## config.mk

```make
export PLATFORM = sky130hd
export DESIGN_NAME = midi_track_event_parser
export DESIGN_NICKNAME = d
export VERILOG_FILES = /design/src/rtl/mtep_pkg.sv /design/src/rtl/mtep_step.sv /design/src/rtl/mtep_out_fifo.sv /design/src/rtl/midi_track_event_parser.sv
export SDC_FILE = /design/constraint.sdc
export NUM_CORES = 1
export LEC_CHECK = 0
export BUFFER_PORTS_ARGS = -buffer_cell sky130_fd_sc_hd__buf_2
export CORE_MARGIN = 2
export CORE_UTILIZATION = 50
export CTS_BUF_LIST = sky130_fd_sc_hd__clkbuf_8
export DETAILED_ROUTE_END_ITERATION = 16
export MAX_ROUTING_LAYER = met4
export PLACE_DENSITY_LB_ADDON = 0.15
export SLEW_MARGIN = 10
export SYNTH_ARGS = -nofsm -noshare
export SYNTH_HDL_FRONTEND = slang
export SYNTH_SLANG_ARGS = --single-unit
```

## constraint.sdc

```tcl
create_clock -name clk -period 9.75 [get_ports clk]
set_input_delay 0.4875 -clock clk [delete_from_list [all_inputs] [get_ports clk]]
set_output_delay 0.4875 -clock clk [all_outputs]
set_load 0.005 [all_outputs]
```

## src/rtl/mtep_pkg.sv

```systemverilog
`default_nettype none
package mtep_pkg;

  // one byte of the track chunk body
  typedef struct packed {
    logic [7:0] track_byte;
    logic       first_of_track;
    logic       last_of_track;
  } item_t;

  // one parser result
  typedef struct packed {
    logic [1:0]  kind;
    logic [31:0] tick;
    logic [7:0]  event_type;
    logic [3:0]  channel;
    logic [27:0] data_length;
    logic [7:0]  payload;
    logic        last_data;
    logic [1:0]  error_code;
  } result_t;

  // parser phase
  typedef enum logic [2:0] {
    PH_DELTA,
    PH_STATUS,
    PH_META_TYPE,
    PH_LEN_VLQ,
    PH_DATA,
    PH_DONE
  } phase_t;

  // parser state that does not depend on the vlq length limit
  typedef struct packed {
    phase_t      phase;
    logic [27:0] vlq_acc;
    logic [31:0] tick;
    logic [7:0]  running_type;
    logic [3:0]  channel;
    logic [27:0] event_length;
    logic [27:0] bytes_remaining;
    logic        error_latched;
  } parse_state_t;

  // result kinds
  localparam logic [1:0] KIND_HEADER = 2'd0;
  localparam logic [1:0] KIND_DATA   = 2'd1;
  localparam logic [1:0] KIND_END    = 2'd2;
  localparam logic [1:0] KIND_ERROR  = 2'd3;

  // error codes
  localparam logic [1:0] ERR_NONE      = 2'd0;
  localparam logic [1:0] ERR_VLQ_LONG  = 2'd1;
  localparam logic [1:0] ERR_RUNNING   = 2'd2;
  localparam logic [1:0] ERR_TRACK_END = 2'd3;

  // status bytes and meta types
  localparam logic [7:0] META_MARKER   = 8'hFF;
  localparam logic [7:0] META_END      = 8'h2F;
  localparam logic [7:0] ST_SYSEX      = 8'hF0;
  localparam logic [7:0] ST_SYSEX_ESC  = 8'hF7;
  localparam logic [7:0] ST_SONG_POS   = 8'hF2;
  localparam logic [7:0] ST_SONG_SEL   = 8'hF3;
  localparam logic [3:0] NIB_SYSTEM    = 4'hF;
  localparam logic [3:0] NIB_PROGRAM   = 4'hC;
  localparam logic [3:0] NIB_PRESSURE  = 4'hD;

  function automatic result_t mk_result(
    input logic [1:0]  kind,
    input logic [31:0] tick,
    input logic [7:0]  etype,
    input logic [3:0]  chan,
    input logic [27:0] len,
    input logic [7:0]  pay,
    input logic        last,
    input logic [1:0]  err
  );
    result_t r;
    r.kind        = kind;
    r.tick        = tick;
    r.event_type  = etype;
    r.channel     = chan;
    r.data_length = len;
    r.payload     = pay;
    r.last_data   = last;
    r.error_code  = err;
    return r;
  endfunction

endpackage
`default_nettype wire

```

## src/rtl/mtep_step.sv

```systemverilog
`default_nettype none
module mtep_step #(
  parameter int MAX_VLQ_BYTES = 4,
  localparam int CW = (MAX_VLQ_BYTES > 1) ? $clog2(MAX_VLQ_BYTES) : 1
) (
  input  var mtep_pkg::item_t        item,
  input  var mtep_pkg::parse_state_t st,
  input  wire logic [CW-1:0]         cnt,
  output mtep_pkg::parse_state_t     st_next,
  output logic [CW-1:0]              cnt_next,
  output logic [1:0]                 n_res,
  output mtep_pkg::result_t          res0,
  output mtep_pkg::result_t          res1
);

  mtep_pkg::parse_state_t cur;
  logic [CW-1:0] cnt_cur;
  logic [7:0]    b;
  logic          last;
  logic          cont;
  logic          too_long;
  logic [27:0]   acc_or;
  logic [27:0]   acc_more;
  logic [27:0]   rem_dec;
  logic          fail;
  logic [1:0]    fail_code;
  logic          start;
  logic [7:0]    start_type;
  logic [27:0]   start_len;

  // start of a track clears position, running status and error
  always_comb begin
    cur     = st;
    cnt_cur = cnt;
    if (item.first_of_track) begin
      cur.phase           = mtep_pkg::PH_DELTA;
      cur.vlq_acc         = '0;
      cnt_cur             = '0;
      cur.tick            = '0;
      cur.running_type    = mtep_pkg::META_MARKER;
      cur.bytes_remaining = '0;
      cur.error_latched   = 1'b0;
    end
  end

  // vlq byte decode
  always_comb begin
    b        = item.track_byte;
    last     = item.last_of_track;
    cont     = b[7];
    too_long = cont && ((int'(cnt_cur) + 1) >= MAX_VLQ_BYTES);
    acc_or   = cur.vlq_acc | {21'd0, b[6:0]};
    acc_more = {acc_or[20:0], 7'd0};
  end

  // one byte of parsing
  always_comb begin
    st_next    = cur;
    cnt_next   = cnt_cur;
    n_res      = 2'd0;
    res0       = '0;
    res1       = '0;
    fail       = 1'b0;
    fail_code  = mtep_pkg::ERR_NONE;
    start      = 1'b0;
    start_type = '0;
    start_len  = '0;
    rem_dec    = '0;

    if (!cur.error_latched) begin
      unique case (cur.phase)
        mtep_pkg::PH_DELTA: begin
          if (too_long) begin
            fail = 1'b1; fail_code = mtep_pkg::ERR_VLQ_LONG;
          end else if (last) begin
            fail = 1'b1; fail_code = mtep_pkg::ERR_TRACK_END;
          end else if (cont) begin
            st_next.vlq_acc = acc_more;
            cnt_next        = cnt_cur + CW'(1);
          end else begin
            st_next.tick    = cur.tick + {4'd0, acc_or};
            st_next.vlq_acc = '0;
            cnt_next        = '0;
            st_next.phase   = mtep_pkg::PH_STATUS;
          end
        end

        mtep_pkg::PH_STATUS: begin
          if (!b[7]) begin
            // running status: header of the previous event plus this data byte
            if (!cur.running_type[7] || cur.running_type[7:4] == mtep_pkg::NIB_SYSTEM) begin
              fail = 1'b1; fail_code = mtep_pkg::ERR_RUNNING;
            end else if (last) begin
              fail = 1'b1; fail_code = mtep_pkg::ERR_TRACK_END;
            end else begin
              rem_dec = (cur.event_length == '0) ? '0 : cur.event_length - 28'd1;
              st_next.bytes_remaining = rem_dec;
              st_next.phase = (rem_dec == '0) ? mtep_pkg::PH_DELTA : mtep_pkg::PH_DATA;
              res0 = mtep_pkg::mk_result(mtep_pkg::KIND_HEADER, cur.tick,
                       cur.running_type, cur.channel, cur.event_length, 8'd0, 1'b0,
                       mtep_pkg::ERR_NONE);
              res1 = mtep_pkg::mk_result(mtep_pkg::KIND_DATA, cur.tick,
                       cur.running_type, cur.channel, cur.event_length, b,
                       rem_dec == '0, mtep_pkg::ERR_NONE);
              n_res = 2'd2;
            end
          end else if (b[7:4] != mtep_pkg::NIB_SYSTEM) begin
            // channel message
            if (last) begin
              fail = 1'b1; fail_code = mtep_pkg::ERR_TRACK_END;
            end else begin
              st_next.channel = b[3:0];
              start      = 1'b1;
              start_type = {b[7:4], 4'd0};
              start_len  = (b[7:4] == mtep_pkg::NIB_PROGRAM ||
                            b[7:4] == mtep_pkg::NIB_PRESSURE) ? 28'd1 : 28'd2;
            end
          end else if (b == mtep_pkg::META_MARKER) begin
            if (last) begin
              fail = 1'b1; fail_code = mtep_pkg::ERR_TRACK_END;
            end else begin
              st_next.phase = mtep_pkg::PH_META_TYPE;
            end
          end else if (b == mtep_pkg::ST_SYSEX || b == mtep_pkg::ST_SYSEX_ESC) begin
            if (last) begin
              fail = 1'b1; fail_code = mtep_pkg::ERR_TRACK_END;
            end else begin
              st_next.running_type = b;
              st_next.vlq_acc      = '0;
              cnt_next             = '0;
              st_next.phase        = mtep_pkg::PH_LEN_VLQ;
            end
          end else begin
            // other system messages have fixed lengths
            if (last) begin
              fail = 1'b1; fail_code = mtep_pkg::ERR_TRACK_END;
            end else begin
              start      = 1'b1;
              start_type = b;
              start_len  = (b == mtep_pkg::ST_SONG_POS) ? 28'd2 :
                           (b == mtep_pkg::ST_SONG_SEL) ? 28'd1 : 28'd0;
            end
          end
        end

        mtep_pkg::PH_META_TYPE: begin
          if (b == mtep_pkg::META_END) begin
            st_next.running_type = b;
            st_next.phase        = mtep_pkg::PH_DONE;
            res0 = mtep_pkg::mk_result(mtep_pkg::KIND_END, cur.tick, b, cur.channel,
                     28'd0, 8'd0, 1'b0, mtep_pkg::ERR_NONE);
            n_res = 2'd1;
          end else if (last) begin
            fail = 1'b1; fail_code = mtep_pkg::ERR_TRACK_END;
          end else begin
            st_next.running_type = b;
            st_next.vlq_acc      = '0;
            cnt_next             = '0;
            st_next.phase        = mtep_pkg::PH_LEN_VLQ;
          end
        end

        mtep_pkg::PH_LEN_VLQ: begin
          if (too_long) begin
            fail = 1'b1; fail_code = mtep_pkg::ERR_VLQ_LONG;
          end else if (last) begin
            fail = 1'b1; fail_code = mtep_pkg::ERR_TRACK_END;
          end else if (cont) begin
            st_next.vlq_acc = acc_more;
            cnt_next        = cnt_cur + CW'(1);
          end else begin
            st_next.vlq_acc = '0;
            cnt_next        = '0;
            start      = 1'b1;
            start_type = cur.running_type;
            start_len  = acc_or;
          end
        end

        mtep_pkg::PH_DATA: begin
          if (last) begin
            fail = 1'b1; fail_code = mtep_pkg::ERR_TRACK_END;
          end else begin
            rem_dec = (cur.bytes_remaining == '0) ? '0 : cur.bytes_remaining - 28'd1;
            st_next.bytes_remaining = rem_dec;
            if (rem_dec == '0) begin
              st_next.phase = mtep_pkg::PH_DELTA;
            end
            res0 = mtep_pkg::mk_result(mtep_pkg::KIND_DATA, cur.tick, cur.running_type,
                     cur.channel, cur.event_length, b, rem_dec == '0,
                     mtep_pkg::ERR_NONE);
            n_res = 2'd1;
          end
        end

        default: begin
        end
      endcase

      // event header for a known length
      if (start) begin
        st_next.running_type    = start_type;
        st_next.event_length    = start_len;
        st_next.bytes_remaining = start_len;
        st_next.phase = (start_len == '0) ? mtep_pkg::PH_DELTA : mtep_pkg::PH_DATA;
        res0 = mtep_pkg::mk_result(mtep_pkg::KIND_HEADER, cur.tick, start_type,
                 st_next.channel, start_len, 8'd0, 1'b0, mtep_pkg::ERR_NONE);
        n_res = 2'd1;
      end

      // sticky error, one error result
      if (fail) begin
        st_next               = cur;
        st_next.error_latched = 1'b1;
        res0 = mtep_pkg::mk_result(mtep_pkg::KIND_ERROR, cur.tick, cur.running_type,
                 cur.channel, 28'd0, 8'd0, 1'b0, fail_code);
        res1  = '0;
        n_res = 2'd1;
      end
    end
  end

endmodule
`default_nettype wire

```

## src/rtl/mtep_out_fifo.sv

```systemverilog
`default_nettype none
module mtep_out_fifo (
  input  wire logic              clk,
  input  wire logic              rst,
  input  wire logic [1:0]        push_n,
  input  var mtep_pkg::result_t  push0,
  input  var mtep_pkg::result_t  push1,
  output mtep_pkg::result_t      result,
  output logic                   result_valid,
  input  wire logic              result_stall,
  output logic                   room_two
);

  mtep_pkg::result_t mem [4];
  logic [1:0] wr_ptr;
  logic [1:0] rd_ptr;
  logic [2:0] count;
  logic       pop;

  assign result_valid = (count != 3'd0);
  assign result       = mem[rd_ptr];
  assign pop          = result_valid && !result_stall;
  assign room_two     = (count - {2'd0, pop}) <= 3'd2;

  // entry storage
  always_ff @(posedge clk) begin
    if (push_n != 2'd0) begin
      mem[wr_ptr] <= push0;
    end
    if (push_n == 2'd2) begin
      mem[wr_ptr + 2'd1] <= push1;
    end
  end

  // pointers and fill count
  always_ff @(posedge clk) begin
    if (rst) begin
      wr_ptr <= '0;
      rd_ptr <= '0;
      count  <= '0;
    end else begin
      wr_ptr <= wr_ptr + push_n;
      rd_ptr <= rd_ptr + {1'b0, pop};
      count  <= count + {1'b0, push_n} - {2'd0, pop};
    end
  end

endmodule
`default_nettype wire

```

## src/rtl/midi_track_event_parser.sv

```systemverilog
`default_nettype none
// Parses the body bytes of a MIDI track chunk, one byte per transfer, into event headers,
// data bytes, an end-of-track marker and sticky errors. One byte is taken every clock
// cycle while item_stall is low: an accepted byte sits in an input register and is parsed
// once a four-entry result queue can take two more results; its results (none, one, or two
// for a running-status data byte) are written into that queue, from which they are offered
// on the output. The input stalls only while that queue has fewer than two free
// entries; since the output drains at most one result per cycle, and none while
// result_stall is high, a long run of running-status events is limited by the output side
// to one result per cycle. MAX_VLQ_BYTES sets the longest delta time or length VLQ.
module midi_track_event_parser #(
  parameter int MAX_VLQ_BYTES = 4
) (
  input  wire logic             clk,
  input  wire logic             rst,
  input  var mtep_pkg::item_t   item,
  input  wire logic             item_valid,
  output logic                  item_stall,
  output mtep_pkg::result_t     result,
  output logic                  result_valid,
  input  wire logic             result_stall
);

  localparam int CW = (MAX_VLQ_BYTES > 1) ? $clog2(MAX_VLQ_BYTES) : 1;

  mtep_pkg::item_t        item_q;
  logic                   item_q_valid;
  mtep_pkg::parse_state_t st;
  mtep_pkg::parse_state_t st_next;
  logic [CW-1:0]          cnt;
  logic [CW-1:0]          cnt_next;
  logic [1:0]             n_res;
  mtep_pkg::result_t      res0;
  mtep_pkg::result_t      res1;
  logic                   room_two;
  logic                   fire;

  // parse the held byte when the queue can take two results
  assign fire       = item_q_valid && room_two;
  assign item_stall = item_q_valid && !room_two;

  // input register
  always_ff @(posedge clk) begin
    if (rst) begin
      item_q_valid <= 1'b0;
    end else if (!item_stall) begin
      item_q_valid <= item_valid;
    end
  end

  always_ff @(posedge clk) begin
    if (item_valid && !item_stall) begin
      item_q <= item;
    end
  end

  mtep_step #(
    .MAX_VLQ_BYTES(MAX_VLQ_BYTES)
  ) u_step (
    .item     (item_q),
    .st       (st),
    .cnt      (cnt),
    .st_next  (st_next),
    .cnt_next (cnt_next),
    .n_res    (n_res),
    .res0     (res0),
    .res1     (res1)
  );

  // parser state
  always_ff @(posedge clk) begin
    if (rst) begin
      st.phase           <= mtep_pkg::PH_DELTA;
      st.vlq_acc         <= '0;
      st.tick            <= '0;
      st.running_type    <= mtep_pkg::META_MARKER;
      st.channel         <= '0;
      st.event_length    <= '0;
      st.bytes_remaining <= '0;
      st.error_latched   <= 1'b0;
      cnt                <= '0;
    end else if (fire) begin
      st  <= st_next;
      cnt <= cnt_next;
    end
  end

  mtep_out_fifo u_out_fifo (
    .clk          (clk),
    .rst          (rst),
    .push_n       (fire ? n_res : 2'd0),
    .push0        (res0),
    .push1        (res1),
    .result       (result),
    .result_valid (result_valid),
    .result_stall (result_stall),
    .room_two     (room_two)
  );

endmodule
`default_nettype wire
```

==> results.toml, run 1 <==
[detailed_routing]
first_pass_iters = 8
wl_per_cell_um = 24.3
detail-route-antenna-nets = 0
drt_wl_total_um = 80500
drc = 0
drt_iter0_markers = 2268
via_per_inst = 6.37
vias = 21100

[layout]
stdcell_area_sq_mm = 0.0283
multi_input_area_sq_mm = 0.0117
antenna_cells = 0
layout_common_cells = "edfxtp_1 (334), nand2_1 (311), nor2_1 (299), o22ai_1 (168), dfxtp_1 (156)"
seq_area_sq_mm = 0.0132
nFillCells = 4552
final_common_cell = "edfxtp_1"
nets = 2621
layout-drive-gt1-share_pct = 14.3
syn_to_final_growth_pct = 9.63

[pwr]
power.static_leakage_nw = 9.72
power_density_mw_per_mm2 = 189
ir_worst_vdd_uv = 103

[placement]
placedInstanceArea_sq_mm = 0.0267
port_buffers = 100
dp_hpwl_um = 53300
gp_congestion = 0.979

[logic_synthesis]
synth.yosys.seq_area_share_pct = 51.1
synth_top_area_share_pct = 38.9
synth_top_area_cell = "edfxtp_1"
synth.avg_cell_area_sq_um = 10.2
synth_edf_count = 334
ys_top_cells_by_area = "edfxtp_1 (39%), dfxtp_1 (12%), mux4_2 (7.4%), nand2_1 (4.6%), nor2_1 (4.4%)"
mappedNetlistArea_sq_mm = 0.0258
ys_ff_latch = 492
syn_nets = 2589
synth_warnings = 0
netlist_instances = 2533
synthDistinctLibCells = 85
synthArstFlopShare_pct = 0
yosys_most_used_dff = "edfxtp_1"

[clocking]
cts-root-buf = "clkbuf_8"
post_cts_buffers = 0
htree_levels = 3
path_clk_slew_ps = 70
cts_tree = "done"
cts-buffers-inserted = 83
clkSinkCount = 492
clkLatencyLatePin_ps = 710
cts_buffer_depth = 3
postCtsHoldBufs = 8
cts_resized = 0

[global_routing]
grt_max_degree = 71
grt_pass1_vias = 20400
antenna_found_initial = 0
grt_overflow = 0
grt_usage_pct = 30.9
grt_pass1_wl_um = 123000

[floorplanning]
die_area_sq_mm = 0.0535
die_h_um = 231
io-pin-count = 101
start_util_pct = 50.4
die_x_um = 231
fp.coreArea_sq_mm = 0.0512
core.rowCount = 83

[sta]
fmax_mhz = 182
rsz0062_at_grt = "false"
hold_viol = 0
maxSlewViolCount = 0
fin_setup_tns_ps = 0
setup_viol = 0
fin_crit_ps = 5480
fin_worst_skew_ps = 49.6
final.period_utilization_pct = 56.2
tightest_slew_ps = 1080
maxSlewHeadroom_pct = 28.0

[hold_path]
hold_path.class = "input pin to flop"

[flow_run]
drv_cap = 0

[critical_path]
endpoint_kind = "flop"
arrival_ps = 5780
critPathMaxFanout = 55
critPathLaunchType = "flop"
crit_type = "flop to flop"
cp.required_ps = 10050

[outcome]
status = "completed"
## cells by family (layout without fill, tap and decap cells)
| family | after synthesis | after routing | share of synthesized area [%] |
|---|---|---|---|
| xor+xnor | 63 | 63 | 2.14 |
| mux | 96 | 96 | 7.85 |
| simple gates | 943 | 943 | 16.9 |
| fa+ha+maj | 42 | 42 | 2.09 |
| buf+inv | 247 | 345 | 3.84 |
| compound gates | 650 | 650 | 16.1 |
| flops | 492 | 492 | 51.1 |
## cell type report
type	count	area share [%]
flip-flops and latches	492	46.7
clock buffers	88	4.28
inverters	47	0.624
clock inverters	63	0.942
multi-input cells	1794	41.4
well taps	680	3.01
repair buffers	147	3.10
## cells in the mapped netlist, types with 17 or more instances
cell        n
clkbuf_1  152
nor2_1    304
nand3_1    53
dfxtp_1   158
o22ai_1   168
xor2_1     25
inv_1      46
a21o_1     28
nand4_1    17
mux4_2     85
xnor2_1    38
nor4_1     24
a22o_1     26
ha_1       40
nor3_1     45
buf_2      27
a21oi_1   150
nor2b_1    43
and2_1     35
a31oi_1    18
nand2b_1   20
a22oi_1    38
edfxtp_1  334
nand2_1   318
o21ai_0    93
## worst max-delay path, stage by stage, from the launching register on
cell and delay, ps:
edfxtp_1 370, buf_4 230, buf_4 340, or4b_1 650, or2_0 450, nand2_1 130, buf_4 390, nor2_1 210
a31oi_2 410, nand2_2 70, buf_4 320, nand2_4 610, buf_4 740
## final timing paths
path | startpoint | to | slack (ps) | cells after the start
min | item[0] | item_q[0] | 60 | 1
max reg2reg | item_q[1] | u_out_fifo.mem[2][63] | 4270 | 12
min reg2reg | u_out_fifo.mem[1][0] | u_out_fifo.mem[1][0] | 460 | 2
max | item_q[1] | u_out_fifo.mem[2][63] | 4270 | 12
## power breakdown
part | total, W | internal (W) | switching (W)
registers | 0.00243 | 0.00232 | 0.000113
clock network | 0.00169 | 0.000834 | 0.000854
logic | 0.00124 | 0.000517 | 0.000721
total | 0.00536 | 0.00367 | 0.00169
## routing by layer
layer	routed length (um)	GRT usage, %	up-vias
met5	0	-	-
met4	2430	10.9	0
met3	5810	4.84	175
met2	37000	46.8	935
met1	35200	42.3	10400
li1	-	-	9564
## flip-flops by register name, summed over array words and instances (netlist names)
signal and flops:
u_out_fifo.mem 340, st 132, item_q 10, u_out_fifo.count 3, cnt 2, u_out_fifo.rd_ptr 2
u_out_fifo.wr_ptr 2, item_q_valid 1
## per-stage QoR
| step | utilization, % | total power (W) | std cells | setup WS, ps | hold WS (ps) |
|---|---|---|---|---|---|
| after floorplan | - | 0.00325 | 2533 | 4680 | 431 |
| after detailed placement | 52.2 | 0.00370 | 3152 | 4370 | 448 |
| after global routing | 55.3 | 0.00559 | 3311 | 4010 | 39.2 |
| after CTS | 55.3 | 0.00538 | 3311 | 4370 | 11.6 |
| final | 55.3 | 0.00536 | 3311 | 4270 | 59.4 |
| after global placement | 52.2 | 0.00369 | 3152 | 4480 | 445 |
Power figures use the tool's default switching activity.
==> run 2: changes to the inputs <==
==> constraint.sdc (replaced) <==
create_clock -name clk -period 5.6 [get_ports clk]
set_input_delay 0.28 -clock clk [delete_from_list [all_inputs] [get_ports clk]]
set_output_delay 0.28 -clock clk [all_outputs]
set_load 0.005 [all_outputs]
==> results.toml, run 2 (synthesis results as in run 1) <==
[clocking]
clkSinkCount = 492
cts_resized = 0
path_clk_slew_ps = 60
htree_levels = 3
clkLatencyLatePin_ps = 710
cts-buffers-inserted = 85
cts_tree = "done"
cts_buffer_depth = 3
cts-root-buf = "clkbuf_8"

[critical_path]
cpMostUsedCell = "buf_4"
cp.required_ps = 6040
path_cells = "buf_4, or4b_1, a211oi_1, o22ai_1, nand2_1, nor2_1, a31oi_2, nand2_2, buf_4, o21ai_1, and2_1"
cp_top_family = "simple AND/OR/NAND/NOR gates"
arrival_ps = 4670
critPathMaxFanout = 52
endpoint_kind = "flop"
crit_type = "flop to flop"
max_stage_delay_ps = 550
critPathSlowestCell = "buf_4"
critPathLaunchType = "flop"
cp_num_buf_inv = 2

[global_routing]
grt_max_degree = 68
grt_pass1_wl_um = 126000
antenna_found_initial = 0
grt_overflow = 0
grt_usage_pct = 31.9
grt_pass1_vias = 20700

[detailed_routing]
drt_iter0_markers = 2297
first_pass_iters = 8
wl_per_cell_um = 24.8
detail-route-antenna-nets = 0
vias = 21300
via_per_inst = 6.41
drt_wl_total_um = 82600
drc = 0

[sta]
rsz0062_at_grt = "false"
timing.final.ws_setup_ps = 1370
fmax_mhz = 236
maxSlewViolCount = 0
fin_worst_skew_ps = 40.0
hold_slack_ps = 153
final.period_utilization_pct = 75.6
fin_setup_tns_ps = 0
setup_viol = 0
hold_viol = 0
fin_crit_ps = 4230
maxSlewHeadroom_pct = 15.4
tightest_slew_ps = 1260

[layout]
layout_common_cells = "edfxtp_1 (334), nand2_1 (310), nor2_1 (302), o22ai_1 (168), dfxtp_1 (156)"
final_common_cell = "edfxtp_1"
top_regs = "u_out_fifo.mem x340, st x132, item_q x10"
registers.top_by_ff_count = "u_out_fifo.mem"
layout-drive-gt1-share_pct = 14.7
syn_to_final_growth_pct = 10.5
nets = 2631
largest_reg_flops = 340
nFillCells = 4495

[placement]
dp_hpwl_um = 54100
gp_congestion = 1.02
post-place-ws_ps = 1390
port_buffers = 100

[pwr]
power_density_mw_per_mm2 = 332
ir_worst_vdd_uv = 265
power.static_leakage_nw = 9.82

[flow_run]
drv_cap = 0

[floorplanning]
fp.coreArea_sq_mm = 0.0512
start_util_pct = 50.4
die_h_um = 231
io-pin-count = 101
die_x_um = 231
core.rowCount = 83
die_area_sq_mm = 0.0535

[hold_path]
hold_path.class = "input pin to flop"

[outcome]
status = "completed"
run 2: changes by cell type in the layout (fill, tap and decap cells not counted):
cell and change:
nor2_1 +3, clkbuf_8 +5, nand2_2 +1, clkinv_1 -4
buf_12 +5, inv_6 +1, clkinvlp_4 +2, nand2_1 -1
inv_8 +1, diode_2 +2, clkinv_2 +1, dlygate4sd3_1 +3
nor2_2 -3
run 2: what timing repair did:
item / in CTS / in global routing
buffers inserted: 0 / 0
hold buffers: 11 / 0
endpoints found under the hold margin: 11 / 0
run 2: layout make-up:
type	count	area (sq um)	area share, %
antenna	2	5.00	0.0175
tap	680	851	2.98
inverter	47	176	0.619
sequential	492	13200	46.3
timing repair buffer	155	1010	3.53
clock inverter	64	292	1.02
clock buffer	93	1280	4.49
multi-input combinational	1794	11700	41.1
run 2: worst paths after layout:
kind,cells after the start,from,slack [ps],to
setup / recovery,11,item_q[1],1370,u_out_fifo.mem[1][5]
hold / removal,2,rst,150,st[90]
setup reg to reg,11,item_q[1],1370,u_out_fifo.mem[1][5]
hold reg to reg,2,u_out_fifo.mem[1][84],460,u_out_fifo.mem[1][84]
run 2: report_power, final:
part | internal [W] | switching [W]
Combinational | 0.000915 | 0.00126
Clock | 0.00154 | 0.00153
Sequential | 0.00404 | 0.000193
run 2: stage by stage:
stage	area, sq um	std cells	utilization, %	total power [W]
floorplan	25800	2533	-	0.00566
global placement	26800	3157	52.4	0.00645
detailed placement	26800	3157	52.4	0.00646
CTS	28500	3325	55.7	0.00952
global route	28500	3325	55.7	0.00989
finish	28500	3327	55.7	0.00948
run 2: layer usage:
layer,share of wire (%),GRT usage (%),vias up
li1,-,-,9602
met1,43,43.6,10600
met2,47,48.9,980
met3,7.0,4.06,161
met4,3.3,12.0,0
met5,0,-,-
run 2: worst reg2reg max path: stages, from the launching register on:
cell and delay, ps:
edfxtp_1 450, buf_4 530, or4b_1 390, a211oi_1 100, o22ai_1 290, nand2_1 200, nor2_1 480, a31oi_2 260
nand2_2 180, buf_4 550, o21ai_1 320, and2_1 250
